## src/design/nsq_pkg.sv

```systemverilog
// shared types and constants for the note scale quantizer
package nsq_pkg;

  localparam int unsigned NOTE_W   = 7;
  localparam int unsigned RESULT_W = 8;
  localparam int unsigned MAP_W    = 48;
  localparam int unsigned OP_W     = 2;

  localparam logic [NOTE_W-1:0] TOP_NOTE    = 7'd127;
  localparam logic [NOTE_W-1:0] BOTTOM_NOTE = 7'd0;
  localparam logic [3:0]        SEMITONES   = 4'd12;
  localparam logic [3:0]        NIBBLE_MASK = 4'hF;
  localparam logic [MAP_W-1:0]  MAP_RESET   = 48'hBA9876543210;

  // n / 12 as (n * 43) >> 9, exact for n in 0..127
  localparam logic [5:0] DIV12_MUL   = 6'd43;
  localparam int unsigned DIV12_SHIFT = 9;

  localparam logic [OP_W-1:0] OP_QUANT = 2'd0;
  localparam logic [OP_W-1:0] OP_NEXT  = 2'd1;
  localparam logic [OP_W-1:0] OP_PREV  = 2'd2;
  localparam logic [OP_W-1:0] OP_RSVD  = 2'd3;

  typedef enum logic {
    ST_IDLE,
    ST_STEP
  } state_t;

endpackage

```

## src/design/nsq_quant.sv

```systemverilog
// quantize unit: splits a note into octave and pitch class and maps it through the scale
module nsq_quant (
  input  logic [nsq_pkg::MAP_W-1:0]    scale_map,
  input  logic [nsq_pkg::NOTE_W-1:0]   cand,
  output logic [nsq_pkg::RESULT_W-1:0] quant_note
);
  import nsq_pkg::*;

  logic [12:0]         prod;
  logic [3:0]          octave;
  logic [7:0]          oct_base;
  logic [3:0]          pclass;
  logic [MAP_W-1:0]    shifted;
  logic [3:0]          target;

  always_comb begin
    prod     = {7'd0, DIV12_MUL} * {6'd0, cand};
    octave   = prod[DIV12_SHIFT +: 4];
    oct_base = {4'd0, octave} * {4'd0, SEMITONES};
    pclass   = 4'(cand - oct_base[NOTE_W-1:0]);
    shifted  = scale_map >> {pclass, 2'b00};
    target   = shifted[3:0] & NIBBLE_MASK;
    quant_note = oct_base + {4'd0, target};
  end

endmodule

```

## src/design/note_scale_quantizer.sv

```systemverilog
// top level of the note scale quantizer: command port, scale register and walk sequencer
//
//  channel | ports                                   | transfer
//  --------+-----------------------------------------+-----------------------------
//  input   | start, busy, in_operation, in_note      | start && !busy
//  result  | out_valid, out_result_note              | out_valid, one cycle pulse
//  config  | cfg_we, cfg_wdata                       | cfg_we
//
// quantize latches the command, then makes one pass through the shared quantize
// unit, and the result pulse follows.
// next/prev latch the command, then walk k candidates, where k is the number the walk
// visits (one candidate per cycle through the same unit); at most twelve
// candidates in a row can quantize to the input note, so k is at most 13.
// edge cases and the unused code answer straight from idle, in the next cycle.
// busy is high while the walk runs; the receiver cannot stall, so a result is
// simply shown for one cycle. synchronous reset loads the chromatic scale.
module note_scale_quantizer (
  input  logic                          clk,
  input  logic                          rst_n,
  input  logic                          start,
  output logic                          busy,
  input  logic [nsq_pkg::OP_W-1:0]      in_operation,
  input  logic [nsq_pkg::NOTE_W-1:0]    in_note,
  output logic                          out_valid,
  output logic [nsq_pkg::RESULT_W-1:0]  out_result_note,
  input  logic                          cfg_we,
  input  logic [nsq_pkg::MAP_W-1:0]     cfg_wdata
);
  import nsq_pkg::*;

  state_t              state_r, state_nxt;
  logic [OP_W-1:0]     op_r, op_nxt;
  logic [NOTE_W-1:0]   note_r, note_nxt;
  logic [NOTE_W-1:0]   cand_r, cand_nxt;
  logic                out_valid_r, out_valid_nxt;
  logic [RESULT_W-1:0] out_note_r, out_note_nxt;
  logic [MAP_W-1:0]    scale_r;
  logic [RESULT_W-1:0] quant_note;
  logic                at_limit;
  logic                step_done;

  // scale register; the host writes it only while idle, a rule on the host that the block does not enforce
  always_ff @(posedge clk) begin
    if (!rst_n) begin
      scale_r <= MAP_RESET;
    end else if (cfg_we) begin
      scale_r <= cfg_wdata;
    end
  end

  // shared quantize unit, fed by the current candidate
  nsq_quant u_quant (
    .scale_map  (scale_r),
    .cand       (cand_r),
    .quant_note (quant_note)
  );

  always_ff @(posedge clk) begin
    if (!rst_n) begin
      state_r     <= ST_IDLE;
      out_valid_r <= 1'b0;
    end else begin
      state_r     <= state_nxt;
      out_valid_r <= out_valid_nxt;
    end
  end

  // payload registers, no reset needed
  always_ff @(posedge clk) begin
    op_r       <= op_nxt;
    note_r     <= note_nxt;
    cand_r     <= cand_nxt;
    out_note_r <= out_note_nxt;
  end

  always_comb begin
    state_nxt     = state_r;
    op_nxt        = op_r;
    note_nxt      = note_r;
    cand_nxt      = cand_r;
    out_valid_nxt = 1'b0;
    out_note_nxt  = out_note_r;
    // walk ends at the top for next, at the bottom for prev
    at_limit  = (op_r == OP_NEXT) ? (cand_r == TOP_NOTE) : (cand_r == BOTTOM_NOTE);
    step_done = (op_r == OP_QUANT) || (quant_note != {1'b0, note_r}) || at_limit;

    unique case (state_r)
      ST_IDLE: begin
        if (start) begin
          op_nxt   = in_operation;
          note_nxt = in_note;
          unique case (in_operation)
            OP_QUANT: begin
              cand_nxt  = in_note;
              state_nxt = ST_STEP;
            end
            OP_NEXT: begin
              if (in_note == TOP_NOTE) begin
                // already at the top, note comes back unchanged
                out_valid_nxt = 1'b1;
                out_note_nxt  = {1'b0, in_note};
              end else begin
                cand_nxt  = in_note + 7'd1;
                state_nxt = ST_STEP;
              end
            end
            OP_PREV: begin
              if (in_note == BOTTOM_NOTE) begin
                // already at the bottom, note comes back unchanged
                out_valid_nxt = 1'b1;
                out_note_nxt  = {1'b0, in_note};
              end else begin
                cand_nxt  = in_note - 7'd1;
                state_nxt = ST_STEP;
              end
            end
            default: begin
              // unused code passes the note through
              out_valid_nxt = 1'b1;
              out_note_nxt  = {1'b0, in_note};
            end
          endcase
        end
      end
      ST_STEP: begin
        if (step_done) begin
          out_valid_nxt = 1'b1;
          out_note_nxt  = quant_note;
          state_nxt     = ST_IDLE;
        end else if (op_r == OP_NEXT) begin
          cand_nxt = cand_r + 7'd1;
        end else begin
          cand_nxt = cand_r - 7'd1;
        end
      end
      default: begin
        state_nxt = ST_IDLE;
      end
    endcase
  end

  assign busy            = (state_r != ST_IDLE);
  assign out_valid       = out_valid_r;
  assign out_result_note = out_note_r;

endmodule

```

## config.mk

```make
export PLATFORM = sky130hd
export DESIGN_NAME = note_scale_quantizer
export DESIGN_NICKNAME = d
export VERILOG_FILES = /design/src/design/nsq_pkg.sv /design/src/design/nsq_quant.sv /design/src/design/note_scale_quantizer.sv
export SDC_FILE = /design/constraint.sdc
export NUM_CORES = 1
export LEC_CHECK = 0
export BUFFER_PORTS_ARGS = -buffer_cell sky130_fd_sc_hd__buf_4
export CORE_MARGIN = 8
export CORE_UTILIZATION = 26
export DETAILED_ROUTE_END_ITERATION = 6
export PLACE_DENSITY = 0.45
export SYNTH_ARGS = -nofsm -noshare
export SYNTH_HDL_FRONTEND = slang
export SYNTH_SLANG_ARGS = --single-unit
```

## constraint.sdc

```tcl
create_clock -name clk -period 7.26 [get_ports clk]
set_input_delay 0.726 -clock clk [delete_from_list [all_inputs] [get_ports clk]]
set_output_delay 0.726 -clock clk [all_outputs]
set_load 0.02 [all_outputs]
```

-- After elaboration in Yosys (flattened, before gate mapping)
Cells that the tools add are included.
- multipliers: 2
- equality and inequality tests: 15
- add/subtract/negate cells: 6
- bitwise gates (word level): 1
- multiplexer cells: 26
- reductions and logical operators: 9
- shifts and indexed selects: 1
- operators with widths (kind ; number):
    right shift 48 x 6 -> 4 bit ; 1
    2-to-1 mux 7 bit ; 5
    2-to-1 mux 8 bit ; 4
    one-hot mux 8 bit (3 select lines) ; 1
    one-hot mux 7 bit (3 select lines) ; 1
    one-hot mux 8 bit (2 select lines) ; 1
    adder 7 x 1 -> 7 bit (second input constant) ; 2
    equality test 7 bit (second input constant) ; 2
    zero test 7 bit ; 2
    one-hot mux 7 bit (2 select lines) ; 1
    subtractor 7 x 1 -> 7 bit (second input constant) ; 2
    multiplier 6 x 7 -> 13 bit (first input constant) ; 1
    inequality test 3 bit (second input constant) ; 4
    AND reduction 5 bit ; 2
    2-to-1 mux 1 bit ; 9
    adder 8 x 4 -> 8 bit ; 1
    inequality test 8 x 7 -> 1 bit ; 1
    multiplier 4 x 2 -> 6 bit (second input constant) ; 1
    inequality test 2 bit (second input constant) ; 3
    one-hot mux 1 bit (3 select lines) ; 2
    equality test 2 x 1 -> 1 bit (second input constant) ; 2
    zero test 2 bit ; 2
    inequality test 4 x 1 -> 1 bit (second input constant) ; 1
    one-hot mux 1 bit (2 select lines) ; 2
    other kinds (6) ; 7
- logic and storage cells: 67
- register bits: 74

-- Logic depth before layout (Yosys ltp)
- word-level depth: 10
- mapped depth: 29
- depth with buffers taken out: 29

-- Cells and area by module
From an unflattened synthesis, not the netlist that was laid out.
- cells, all modules: 487
- area total of the unflattened synthesis: 5057.4 um2
- by module, submodules not included (module ; times used ; area each (um2) ; cells each):
    note_scale_quantizer ; 1 ; 3582.2 ; 332
    nsq_quant ; 1 ; 1475.2 ; 155

-- Worst setup path after synthesis
No wires, ideal clock.
- kind: flip-flop to flip-flop
- from: register cand_r[3]
- to: register cand_r[0] (enable)
- arrival time: 6.107 ns
- period minus slack after synthesis: 6.428 ns
- path slack: 0.832 ns
- path buffers: 0
- cell stages (with the launch flop): 27
- required time: 6.939 ns
- path through: edfxtp_1 -> ha_1 -> inv_1 -> fa_1 -> fa_1 -> inv_1 -> ha_1 -> nor2b_1 -> o21ai_0 -> nand2b_1 -> a21oi_1 -> xnor2_1 -> ha_1 -> xnor2_1 -> xnor2_1 -> mux2_2 -> nand2_1 -> o21ai_0 -> ha_1 -> inv_1 -> fa_1 -> xor2_1 -> o2111ai_1 -> a211oi_1 -> nand3_1 -> a211oi_2 -> a21o_1
- word-level cells in the longest chain between the ends: 10
- elaborated cells between the ends (all ways): 13
- those cells by class: 2 x add/sub; 2 x mul; 3 x eq/ne; 1 x shift; 1 x mux; 4 x reduce/logical
- ends and longest elaborated chain (item ; line ; source):
    from (decl) ; note_scale_quantizer.sv:34 ; logic [NOTE_W-1:0] cand_r, cand_nxt;
    from (signal assigned) ; note_scale_quantizer.sv:72 ; cand_r <= cand_nxt;
    multiplier 6 x 7 -> 13 bit ; nsq_quant.sv:17 ; prod = {7'd0, DIV12_MUL} * {6'd0, cand};
    multiplier 4 x 2 -> 6 bit ; nsq_quant.sv:19 ; oct_base = {4'd0, octave} * {4'd0, SEMITONES};
    subtractor 4 bit ; nsq_quant.sv:20 ; pclass = 4'(cand - oct_base[NOTE_W-1:0]);
    right shift 48 x 6 -> 4 bit ; nsq_quant.sv:21 ; shifted = scale_map >> {pclass, 2'b00};
    adder 8 x 4 -> 8 bit ; nsq_quant.sv:23 ; quant_note = oct_base + {4'd0, target};
    inequality test 8 x 7 -> 1 bit ; note_scale_quantizer.sv:85 ; step_done = (op_r == OP_QUANT) || (quant_note != {1'b0, note_r}) || at_limit;
    logical OR 1 bit ; note_scale_quantizer.sv:85 ;
    logical OR 1 bit (*) ; note_scale_quantizer.sv:85 ;
    inequality test 2 bit (no line) (*) ; n/a ;
    AND reduction 5 bit (no line) (*) ; n/a ;
Every way passes the cells marked *; elsewhere a longest branch is shown, timed or not.
A chain may end at the register's enable or synchronous reset.

-- Worst setup path in the final report
- from: register cand_r[2]
- to: register out_note_r[7], in the netlist out_result_note[7] (enable)
- word-level cells in the longest chain between the ends: 10
- elaborated cells between the ends (all ways): 13
- those cells by class: 2 x add/sub; 2 x mul; 3 x eq/ne; 1 x shift; 1 x mux; 4 x reduce/logical
- ends and longest elaborated chain (item ; line ; source):
    multiplier 6 x 7 -> 13 bit ; nsq_quant.sv:17 ;
    multiplier 4 x 2 -> 6 bit ; nsq_quant.sv:19 ;
    subtractor 4 bit ; nsq_quant.sv:20 ;
    right shift 48 x 6 -> 4 bit ; nsq_quant.sv:21 ;
    adder 8 x 4 -> 8 bit ; nsq_quant.sv:23 ;
    inequality test 8 x 7 -> 1 bit ; note_scale_quantizer.sv:85 ;
    logical OR 1 bit ; note_scale_quantizer.sv:85 ;
    logical OR 1 bit (*) ; note_scale_quantizer.sv:85 ;
    inequality test 2 x 1 -> 1 bit (no line) (*) ; n/a ;
    AND reduction 5 bit (no line) (*) ; n/a ;
    to (signal assigned) ; note_scale_quantizer.sv:73 ; out_note_r <= out_note_nxt;
    to (decl) ; note_scale_quantizer.sv:36 ; logic [RESULT_W-1:0] out_note_r, out_note_nxt;
Marks and branches as above.

==> flow_summary_export.csv <==
group,metric,value,unit
worst_setup_path,timing.rr.end,"out_result_note[7]",
clock_tree,cts_tree,"done",
worst_setup_path,cp.required,7.31,ns
grt,grt_busiest_layer,"met2",
worst_setup_path,cp.arrival,6.83,ns
worst_setup_path,crit_start,"cand_r[2]",
yosys,synth_edf_count,24,
drt,num_vias,3677,
floorplanning,dieArea,24200,sq um
sta,fin_tns_setup,0,ns
worst_setup_path,startpoint_type,"flop",
drt,routedWlPerCell,15.5,um
status,outcome,"completed",
placed_design,gp_congestion,0.787,
grt,antenna_found_initial,0,
drt,detail-route-antenna-nets,0,
worst_setup_path,r2r_cells,24,
power,power,0.00248,W
cells_and_area,antenna_cells,0,
clock_tree,cts_root_buf,"clkbuf_16",
power,power_frac_clock,0.174,
yosys,async_flop_share,0,
power,p_seq_frac,0.197,
worst_setup_path,r2r_setup_slack,0.48,ns
cells_and_area,fin_area,6220,sq um
floorplanning,rows,51,
grt,grt_pass1_vias,4056,
worst_setup_path,rr_startpoint,"cand_r[2]",
worst_setup_path,path_max_fanout,7,
floorplanning,pin_count,71,
cells_and_area,nets,677,
sta,worstMarginPinSlew,0.803,ns
power,switchingPower,0.00105,W
clock_tree,ctsHtreeMaxLevel,3,
power,ir_worst_vdd,0.262,mV
placed_design,dp_slack,0.251,ns
clock_tree,clk_path_buf_depth,2,
placed_design,post_dp_cell_area,5900,sq um
grt,grt_util_met1,0.133,
clock_tree,clk_latency,0.34,ns
yosys,avgSynthCellArea,10.5,sq um
grt,grt-ovfl-total,0,
flow_run,maxCapViolations,0,
floorplanning,initial_core_util,0.263,
yosys,syn-num-nets,606,
clock_tree,cts.sinks,74,
sta,rsz0062_at_grt,"false",
grt,grt_pass1_wl,21200,um
power,p_int,0.00143,W
floorplanning,die_w,156,um
yosys,muxShareOfSynthArea,0.175,
yosys,synth_seq_cells,74,
drt,firstDrtPassIters,4,
worst_setup_path,crit_end,"out_result_note[7]",
sta,maxSlewViolCount,0,
grt,grtUsageMet3,0.0222,
yosys,synth_area,5070,sq um
sta,hold_viol,0,
power,leakage,2.80,nW
drt,drc_errors,0,
clock_tree,cts_buffers,9,
sta,period_share,0.934,
cells_and_area,drive_above_1_share,0.226,
yosys,synthXorXnorAreaFrac,0.0545,
yosys,synth_simple_gate_area_frac,0.130,
grt,grt_max_degree,52,
power,switching_share,0.424,
sta,fin_skew,0.00730,ns
yosys,ys_seq_area_frac,0.340,
yosys,ys_types,58,
yosys,yosysWarningCount,0,
sta,fin_ws,0.480,ns
cells_and_area,syn2layout_area_growth,22.8,%
sta,max_clock_freq,0.148,GHz
yosys,syn-instance-count,485,
drt,drt-initial-drc-count,154,
drt,routed_wl,12800,um
yosys,synth_fa_ha_area_frac,0.161,
grt,gr-usage-all-layers,0.111,
yosys,ys.flop_type,"dfxtp_1",
placed_design,hpwl,10000,um
clock_tree,postCtsHoldBufs,0,
yosys,synth_top_family_by_area,"multiplexers",
worst_setup_path,criticalPathCategory,"flop to flop",
sta,setup-violations-final,0,
grt,use_met2,0.192,
floorplanning,core,19300,sq um
hold_path,hold_class,"flop to flop",
yosys,synth_compound_area_frac,0.0955,
power,comb_power_share,0.629,
placed_design,io_buffers,70,
clock_tree,clkTransAtPathRegs,0.06,ns
sta,relSlewSlack,0.465,
sta,finalCriticalPeriod,6.78,ns
drt,vias_per_cell,4.45,
power,power_density,399,nW/um^2
worst_setup_path,end_kind,"flop",
floorplanning,die_h,156,um
[power groups by stage]
stage          combinational (W)  sequential (W)  clock (W)
2_1_floorplan            0.00115        0.000504          0
3_3_place_gp             0.00153        0.000497          0
3_5_place_dp             0.00155        0.000498          0
4_1_cts                  0.00156        0.000489   0.000443
5_1_grt                  0.00174        0.000493   0.000461
6_report                 0.00156        0.000489   0.000431
[timing repair]
item / 4_1_cts / 5_1_grt
buffers inserted: 0 / 3
resized for setup: 0 / 4
setup endpoints to repair: 0 / 15
[critical path, stage by stage, from the launching register on]
cell and delay [ns]:
edfxtp_1 0.51, ha_1 0.36, fa_1 0.51, inv_1 0.06, fa_1 0.41, inv_1 0.06
ha_1 0.28, a21o_1 0.20, a211o_1 0.31, o211ai_2 0.24, inv_1 0.11, ha_1 0.35
xnor2_1 0.17, xnor2_2 0.36, mux2_2 0.38, nand2_1 0.07, o31ai_1 0.12, ha_1 0.31
a21o_1 0.14, nand2_1 0.11, and2_1 0.18, o311ai_1 0.52, a211oi_2 0.17, o21ai_1 0.33
buf_4 0.23
[cells in the mapped netlist (3+ instances only)]
library cell	number	share of area
xor2_1	11	0.019
nor3_1	7	0.0069
inv_1	36	0.027
buf_1	3	0.0022
mux2_2	8	0.018
o21bai_1	3	0.0044
o21ai_0	10	0.0099
xnor2_1	18	0.031
mux4_2	8	0.036
nor3b_1	3	0.0044
ha_1	51	0.13
clkbuf_1	15	0.011
mux2i_1	54	0.11
a21oi_1	23	0.023
edfxtp_1	24	0.14
nor2_1	20	0.015
fa_1	9	0.036
nand3_1	7	0.0069
nor2b_1	32	0.039
a21o_1	10	0.015
dfxtp_1	50	0.20
nand2_1	35	0.026
nand2b_1	4	0.0049
mux4_1	3	0.016
[logic make-up (layout without fill, tap and decap cells)]
kind of cell	count (synthesis)	in the layout
fa+ha+maj	60	60
mux	73	73
buf+inv	56	132
xor+xnor	30	30
simple gates	124	124
compound gates	68	68
flops	74	74
[registers in the layout, summed over array words and instances, names as in the netlist]
| name | count |
|---|---|
| out_valid | 1 |
| busy | 1 |
| scale_r | 48 |
| op_r | 2 |
| note_r | 7 |
| cand_r | 7 |
| out_result_note | 8 |
[layout make-up]
class	count	area (sq um)
well taps	265	332
flip-flops and latches	74	1720
fillers	2027	13000
clock buffers	10	239
inverters	36	135
repair buffers	80	601
clock inverters	6	46.3
multi-input cells	355	3150
[stage by stage]
stage | hold slack (ns) | util | instances
after global routing | 0.486 | 0.323 | 826
after CTS | 0.470 | 0.321 | 823
after detailed placement | 0.451 | 0.306 | 807
after global placement | 0.445 | 0.306 | 807
after floorplan | 0.433 | - | 485
final | 0.470 | 0.323 | 826
[layer usage]
metal  vias to the layer above  wire [um]
met5                         -          0
met4                         0        241
met3                        11        312
met2                        40       6380
met1                      1768       5900
li1                       1858          -
[placed cells by master (no fill, tap or decap), drive strengths merged, types with 3 or more instances in the layout]
master / instances
buf: 80
mux2i: 54
ha: 51
dfxtp: 50
inv: 40
nand2: 35
nor2b: 33
edfxtp: 24
a21oi: 23
nor2: 20
xnor2: 18
o21ai: 12
xor2: 11
mux4: 11
a21o: 10
clkbuf: 10
fa: 9
mux2: 8
nor3: 8
nand3: 7
nand2b: 4
o21bai: 4
o211ai: 4
nor3b: 3
[worst min-delay path by stage]
stage / start / end / cells after the start / slack, ns
finish: scale_r[20] / scale_r[20] / 2 / 0.47
global route: scale_r[43] / scale_r[43] / 2 / 0.49
CTS: scale_r[43] / scale_r[43] / 2 / 0.47
detailed placement: scale_r[43] / scale_r[43] / 2 / 0.45
global placement: scale_r[25] / scale_r[25] / 2 / 0.45
floorplan: scale_r[36] / scale_r[36] / 2 / 0.43
(Power assumes the default switching activity.)
